--- src/hdl/mcrq_pkg.sv ---
// Shared types and constants for the multi-channel rise qualifier.
// No dependencies; used by the top level and mcrq_update.
`default_nettype none

package mcrq_pkg;

    localparam int unsigned CHANNEL_W        = 6;
    localparam int unsigned TIME_W           = 32;
    localparam int unsigned DEBOUNCE_W       = 16;
    localparam int unsigned CHANNELS_DEFAULT = 64;

    localparam logic [DEBOUNCE_W-1:0] DEBOUNCE_RESET = DEBOUNCE_W'(100);

    // One channel entry as held in the state memory.
    typedef struct packed {
        logic              level;
        logic              armed;
        logic [TIME_W-1:0] rise_time;
    } entry_t;

    // Decision for one sample: write-back and event.
    typedef struct packed {
        logic   wr_en;
        entry_t entry;
        logic   ev_valid;
        logic   ev_level;
    } upd_t;

endpackage

`default_nettype wire

--- src/hdl/multi_channel_rise_qualifier.sv ---
// Multi-channel rise qualifier: top level.
// Depends on mcrq_pkg, mcrq_ram and mcrq_update.
`default_nettype none

// Takes one sample item per clock (channel, level, millisecond time) and
// reports a fall at once and a rise only once the channel has stayed high
// for debounce_ms milliseconds, measured modulo 2^32. An event passes
// through the sample stage and the output register. The rate is set by
// the single read-modify-write of the per-channel entry, read from a RAM
// with registered read data at acceptance, updated in the sample stage
// and written back as that stage advances; a bypass register covers a
// sample that follows one of the same channel. Entries read as zero until
// first written (a valid flag per channel), so no clearing pass follows
// reset. Samples for channels at or above CHANNELS are taken and dropped
// without effect. The output register lets a new item in while an event
// waits; only a stalled event halts input.
// Write debounce_ms through the cfg port only while the block is idle.

module multi_channel_rise_qualifier #(
    parameter int unsigned CHANNELS = mcrq_pkg::CHANNELS_DEFAULT
) (
    input  wire logic                            clk,
    input  wire logic                            rst_n,
    // sample items
    input  wire logic                            sample_valid,
    output logic                                 sample_stall,
    input  wire logic [mcrq_pkg::CHANNEL_W-1:0]  channel,
    input  wire logic                            level,
    input  wire logic [mcrq_pkg::TIME_W-1:0]     now_ms,
    // event items
    output logic                                 event_valid,
    input  wire logic                            event_stall,
    output logic      [mcrq_pkg::CHANNEL_W-1:0]  event_channel,
    output logic                                 event_level,
    // debounce register write
    input  wire logic                            cfg_valid,
    output logic                                 cfg_ready,
    input  wire logic [mcrq_pkg::DEBOUNCE_W-1:0] cfg_data
);

    import mcrq_pkg::*;

    localparam int unsigned ADDR_W  = (CHANNELS > 1) ? $clog2(CHANNELS) : 1;
    localparam int unsigned ENTRY_W = $bits(entry_t);

    // Configuration register
    logic [DEBOUNCE_W-1:0] debounce_reg;

    // Sample pipeline stage: RAM read in flight
    logic                  s1_valid_reg;
    logic [CHANNEL_W-1:0]  s1_channel_reg;
    logic                  s1_level_reg;
    logic [TIME_W-1:0]     s1_now_reg;
    logic                  s1_in_range_reg;
    logic [ADDR_W-1:0]     s1_addr;

    // Output register
    logic                  out_valid_reg;
    logic [CHANNEL_W-1:0]  out_channel_reg;
    logic                  out_level_reg;

    // Write bypass and per-channel valid flags
    logic                  byp_valid_reg;
    logic [ADDR_W-1:0]     byp_addr_reg;
    entry_t                byp_data_reg;
    logic [CHANNELS-1:0]   filled_reg;

    logic                  advance;
    logic                  accept;
    logic                  in_range;
    logic [ADDR_W-1:0]     rd_addr;
    logic [ENTRY_W-1:0]    rd_data;
    entry_t                cur;
    upd_t                  upd;
    logic                  wr_en;

    // Halt only while a finished event is stuck in the output register.
    assign advance      = !out_valid_reg || !event_stall;
    assign sample_stall = !advance;
    assign accept       = sample_valid && advance;

    assign in_range = ({1'b0, channel} < (CHANNEL_W + 1)'(CHANNELS))
                      || (CHANNELS > (1 << CHANNEL_W));
    assign rd_addr  = ADDR_W'(channel);
    assign s1_addr  = ADDR_W'(s1_channel_reg);

    assign cfg_ready = 1'b1;

    always_ff @(posedge clk or negedge rst_n)
    begin
        if (!rst_n)
        begin
            debounce_reg <= DEBOUNCE_RESET;
        end
        else if (cfg_valid && cfg_ready)
        begin
            debounce_reg <= cfg_data;
        end
    end

    mcrq_ram #(
        .WIDTH (ENTRY_W),
        .DEPTH (CHANNELS)
    ) u_state_ram (
        .clk     (clk),
        .wr_en   (wr_en),
        .wr_addr (s1_addr),
        .wr_data (upd.entry),
        .rd_en   (accept),
        .rd_addr (rd_addr),
        .rd_data (rd_data)
    );

    // Pick the freshest copy of the entry: the write that coincided with
    // the read, else the RAM, else the reset value for an unwritten channel.
    always_comb
    begin
        if (byp_valid_reg && (byp_addr_reg == s1_addr))
        begin
            cur = byp_data_reg;
        end
        else if (s1_in_range_reg && filled_reg[s1_addr])
        begin
            cur = entry_t'(rd_data);
        end
        else
        begin
            cur = '0;
        end
    end

    mcrq_update u_update (
        .in_range    (s1_in_range_reg),
        .level       (s1_level_reg),
        .now_ms      (s1_now_reg),
        .debounce_ms (debounce_reg),
        .cur         (cur),
        .upd         (upd)
    );

    assign wr_en = advance && s1_valid_reg && upd.wr_en;

    // Advance the sample stage
    always_ff @(posedge clk or negedge rst_n)
    begin
        if (!rst_n)
        begin
            s1_valid_reg <= 1'b0;
        end
        else if (advance)
        begin
            s1_valid_reg <= accept;
        end
    end

    always_ff @(posedge clk)
    begin
        if (accept)
        begin
            s1_channel_reg  <= channel;
            s1_level_reg    <= level;
            s1_now_reg      <= now_ms;
            s1_in_range_reg <= in_range;
        end
    end

    // Record each write for the bypass and mark the channel as written.
    always_ff @(posedge clk or negedge rst_n)
    begin
        if (!rst_n)
        begin
            byp_valid_reg <= 1'b0;
            filled_reg    <= '0;
        end
        else if (wr_en)
        begin
            byp_valid_reg        <= 1'b1;
            filled_reg[s1_addr]  <= 1'b1;
        end
    end

    always_ff @(posedge clk)
    begin
        if (wr_en)
        begin
            byp_addr_reg <= s1_addr;
            byp_data_reg <= upd.entry;
        end
    end

    // Output register: load a new event, or drop the one just taken.
    always_ff @(posedge clk or negedge rst_n)
    begin
        if (!rst_n)
        begin
            out_valid_reg <= 1'b0;
        end
        else if (advance)
        begin
            out_valid_reg <= s1_valid_reg && upd.ev_valid;
        end
    end

    always_ff @(posedge clk)
    begin
        if (advance && s1_valid_reg && upd.ev_valid)
        begin
            out_channel_reg <= s1_channel_reg;
            out_level_reg   <= upd.ev_level;
        end
    end

    assign event_valid   = out_valid_reg;
    assign event_channel = out_channel_reg;
    assign event_level   = out_level_reg;

    // An event never names a channel outside the store.
    a_event_in_range : assert property (@(posedge clk) disable iff (!rst_n)
        event_valid |-> (int'(event_channel) < CHANNELS))
        else $error("event for a channel beyond CHANNELS");

    // Only in-range samples touch the store.
    a_write_in_range : assert property (@(posedge clk) disable iff (!rst_n)
        wr_en |-> s1_in_range_reg)
        else $error("state write for an out-of-range sample");

    // A qualified rise needs an armed, high entry.
    a_rise_armed : assert property (@(posedge clk) disable iff (!rst_n)
        (wr_en && upd.ev_valid && upd.ev_level) |-> (cur.armed && cur.level))
        else $error("rise reported for a disarmed channel");

    // Every write lands in the bypass for the next read.
    a_bypass_follows : assert property (@(posedge clk) disable iff (!rst_n)
        wr_en |=> (byp_valid_reg && (byp_addr_reg == $past(s1_addr))))
        else $error("bypass register missed a write");

endmodule

`default_nettype wire

--- src/hdl/mcrq_ram.sv ---
// Generic single-write, single-read synchronous RAM with registered read data.
// No dependencies.
`default_nettype none

module mcrq_ram #(
    parameter  int unsigned WIDTH = 8,
    parameter  int unsigned DEPTH = 64,
    localparam int unsigned AW    = (DEPTH > 1) ? $clog2(DEPTH) : 1
) (
    input  wire logic             clk,
    input  wire logic             wr_en,
    input  wire logic [AW-1:0]    wr_addr,
    input  wire logic [WIDTH-1:0] wr_data,
    input  wire logic             rd_en,
    input  wire logic [AW-1:0]    rd_addr,
    output logic      [WIDTH-1:0] rd_data
);

    logic [WIDTH-1:0] mem [DEPTH];

    always_ff @(posedge clk)
    begin
        if (wr_en)
        begin
            mem[wr_addr] <= wr_data;
        end
        if (rd_en)
        begin
            rd_data <= mem[rd_addr];
        end
    end

endmodule

`default_nettype wire

--- src/hdl/mcrq_update.sv ---
// Per-sample decision logic: next channel entry and the event it raises.
// Depends on mcrq_pkg.
`default_nettype none

module mcrq_update (
    input  wire logic                            in_range,
    input  wire logic                            level,
    input  wire logic [mcrq_pkg::TIME_W-1:0]     now_ms,
    input  wire logic [mcrq_pkg::DEBOUNCE_W-1:0] debounce_ms,
    input  wire mcrq_pkg::entry_t                cur,
    output mcrq_pkg::upd_t                       upd
);

    import mcrq_pkg::*;

    logic [TIME_W-1:0] elapsed;
    logic              qualified;

    // Wrap-around elapsed time since the recorded rise.
    assign elapsed   = now_ms - cur.rise_time;
    assign qualified = (elapsed >= TIME_W'(debounce_ms));

    always_comb
    begin
        upd          = '0;
        upd.entry    = cur;
        upd.wr_en    = in_range;
        if (in_range)
        begin
            if (level != cur.level)
            begin
                upd.entry.level = level;
                if (!level)
                begin
                    // drop the arm and report the fall at once
                    upd.entry.armed = 1'b0;
                    upd.ev_valid    = 1'b1;
                    upd.ev_level    = 1'b0;
                end
                else
                begin
                    upd.entry.armed     = 1'b1;
                    upd.entry.rise_time = now_ms;
                end
            end
            else if (level && cur.armed && qualified)
            begin
                upd.entry.armed = 1'b0;
                upd.ev_valid    = 1'b1;
                upd.ev_level    = 1'b1;
            end
        end
    end

endmodule

`default_nettype wire
--- config.mk ---
export PLATFORM = sky130hd
export DESIGN_NAME = multi_channel_rise_qualifier
export DESIGN_NICKNAME = d
export VERILOG_FILES = /design/src/hdl/mcrq_pkg.sv /design/src/hdl/multi_channel_rise_qualifier.sv /design/src/hdl/mcrq_ram.sv /design/src/hdl/mcrq_update.sv
export SDC_FILE = /design/constraint.sdc
export NUM_CORES = 2
export LEC_CHECK = 0
export BUFFER_PORTS_ARGS = -buffer_cell sky130_fd_sc_hd__buf_2
export CORE_ASPECT_RATIO = 1.75
export CORE_UTILIZATION = 40
export CTS_CLUSTER_DIAMETER = 60
export CTS_CLUSTER_SIZE = 28
export DETAILED_ROUTE_END_ITERATION = 16
export GPL_ROUTABILITY_DRIVEN = 0
export PLACE_DENSITY = 0.63
export SLEW_MARGIN = 15
export SYNTH_ARGS = -nofsm -noshare
export SYNTH_HDL_FRONTEND = slang
export SYNTH_SLANG_ARGS = --single-unit
--- constraint.sdc ---
create_clock -name clk -period 25.2 [get_ports clk]
set_input_delay 5.04 -clock clk [delete_from_list [all_inputs] [get_ports clk]]
set_output_delay 5.04 -clock clk [all_outputs]
set_load 0.02 [all_outputs]
==> flow_metrics.tcl <==
set metrics [dict create \
    core_area_um2 232000 \
    dieArea_um2 235000 \
    p_per_area_nw_per_um2 75.2 \
    num_vias 43368 \
    die_height_um 641 \
    yosys.area_share.xor_xnor 0.00244 \
    critical_path_arrival_ns 5.52 \
    top_layer "met4" \
    synth_async_sr_flop_share 0.0349 \
    h-tree-depth 3 \
    crit_type "in2out" \
    hp-class "reg2reg" \
    ys_ff_latch 2379 \
    crit_chain "buf_2, nand2_1, inv_1, buf_2" \
    clkSlewWorstSetupHoldPaths_ns 0.09 \
    tns_ns 0 \
    syn_inst 4162 \
    hold_viol 0 \
    cpPeakStageDelay_ns 0.16 \
    hpwl_um 127000 \
    synth-edff-count 2296 \
    maxCapViolCount 0 \
    status "finished clean" \
    fin_crit_ns 10.56 \
    first_pass_iters 7 \
    ff2ff_path_depth 34 \
    ys_top_cells_by_count "edfxtp_1 (2296), mux4_2 (706), clkbuf_1 (151)" \
    cts_root_buf "clkbuf_16" \
    fillers 19402 \
    start_kind "input port" \
    cp_slowest_cell "buf_2" \
    wl_met2_um 128000 \
    wl_met1_um 88400 \
    synth-compound-area-share 0.0204 \
    drive_above_1_share 0.288 \
    cp_max_fo 4 \
    track_usage 0.195 \
    worst_pin_slew_ns 1.11 \
    instances_no_fill 7372 \
    nets 4352 \
    slew_viol_final 0 \
    ios 70 \
    grt_overflow_total 0 \
    cpMostUsedCell "buf_2" \
    cts_setup_buffers 0 \
    synth_area_leader_cell "edfxtp_1" \
    cts_resized 0 \
    synthFlopType "edfxtp_1" \
    yosys_warnings 0 \
    placed_area_um2 98600 \
    clk_latency_ns 0.76 \
    via_per_inst 5.88 \
    cts_num_sinks 2379 \
    netlist_area_um2 93400 \
    yosysTopAreaCellShare 0.738 \
    drc 0 \
    clock.fmax_mhz 94.7 \
    setup_viol 0 \
    utilization 0.438 \
    fin_skew_ns 0.0311 \
    cts_buffer_depth 3 \
    synth.avg_cell_area_um2 22.4 \
    antenna_found_initial 4 \
    wire_per_inst_um 31.5 \
    antenna_left 0 \
    path_buf_inv 3 \
    hold_depth 1 \
    rsz0062_at_grt "no" \
    grt_pass1_vias 44465 \
    dp_cells 7210 \
    dr_wl_met3_um 10700 \
    period_share 0.419 \
    routed_wirelength_um 232000 \
    leakage_uw 0.0315 \
    first_iter_violations 4921 \
    fp.dieW_um 367 \
    finalPower_uw 7650 \
    numCtsBuffers 101 \
    cp-end-kind "output pin" \
    synthMuxAreaShare 0.175 \
    vdd_drop_max_mv 0.0587 \
    netlist_top_cells_area "edfxtp_1 (74%), mux4_2 (17%), dfrtp_1 (2.1%)" \
    syn_to_final_growth_pct 8.87 \
    finalInstanceArea_um2 102000 \
    largest_register_ffs 2176 \
    cp.depth 4 \
    grt_max_degree 101 \
    synth_most_common_cell "edfxtp_1" \
    critPathTopFamily "buffers and inverters" \
    critPathRequiredTime_ns 20.16 \
    syn-num-nets 4269 \
    ys_types 91 \
    grt_pass1_wl_um 329000 \
    start_util 0.402 \
    synth_top_family_by_area "multiplexers" \
    io_buffers 68 \
    num_rows 234 \
    ys_seq_area_frac 0.761 \
    yosys.area_share.simple 0.0234 \
    synth_fa_ha_area_frac 0.00671 \
    cts_tree "built" \
    ctsHoldBuffers 0 \
    slew_headroom 0.257 \
]
==> report_power, final <==
| group | leakage (uW) | switching (uW) | internal [uW] |
|---|---|---|---|
| Clock | 0.00149 | 1200 | 814 |
| Combinational | 0.00802 | 618 | 295 |
| Sequential | 0.0220 | 48.5 | 4670 |
| Total | 0.0315 | 1870 | 5780 |
==> path summary, 6_finish.rpt <==
| check | slack [ns] | endpoint | startpoint |
|---|---|---|---|
| max | 14.64 | sample_stall | event_stall |
| min | 0.48 | filled_reg[30] | filled_reg[30] |
| max reg2reg | 14.94 | u_state_ram.mem[44][32] | s1_addr[0] |
| min reg2reg | 0.48 | filled_reg[30] | filled_reg[30] |
| max in group asynchronous | 19.89 | filled_reg[30] | rst_n |
| min in group asynchronous | 4.12 | debounce_reg[9] | rst_n |
==> per-stage QoR <==
step           hold slack, ns  worst slack [ns]
2_1_floorplan           0.429             14.89
6_report                0.475             14.64
5_1_grt                 0.488             14.38
3_5_place_dp            0.449             14.65
4_1_cts                 0.474             14.65
3_3_place_gp            0.445             14.64
==> metal layers <==
metal	GRT usage	vias to the layer above
met5	0	-
met4	0.0439	0
met3	0.0163	241
met2	0.367	1403
met1	0.244	24143
li1	-	17581
==> cell usage in the layout, fill, tap and decap left out, types with 6 or more instances in the layout <==
cell,n
a21o_1,25
or3_1,6
o21ai_0,51
mux2_2,13
mux2i_1,29
nor2_1,66
xnor2_1,17
nor2b_1,8
inv_6,7
nor3_1,10
buf_2,62
clkbuf_1,30
o21a_1,6
xor2_1,9
a21oi_4,30
nor3b_1,7
a21oi_1,69
nand2b_1,8
nand2_1,81
edfxtp_1,2296
mux4_2,706
inv_1,39
and2_1,8
and3_1,34
nand4_1,13
clkbuf_16,105
or2_2,67
a221oi_1,9
nand3_1,16
o211ai_1,8
ha_1,46
buf_4,129
nor2_4,64
dfrtp_1,80
==> cell families (layout without fill, tap and decap cells) <==
logic type / after synthesis / in the layout
compound gates: 279 / 279
mux: 751 / 751
flops: 2379 / 2379
fa+ha+maj: 50 / 50
other cells: 1 / 5
xor+xnor: 26 / 26
buf+inv: 257 / 395
simple gates: 419 / 419
==> cell type report <==
type | count | area (um2) | area share
timing repair buffer | 197 | 1380 | 0.0135
sequential | 2379 | 71000 | 0.699
antenna | 4 | 10.0 | 0.0000984
clock inverter | 22 | 329 | 0.00324
inverter | 40 | 150 | 0.00148
clock buffer | 136 | 2750 | 0.0271
tap | 3068 | 3840 | 0.0378
multi-input combinational | 1526 | 22200 | 0.218
(Power assumes the default switching activity.)
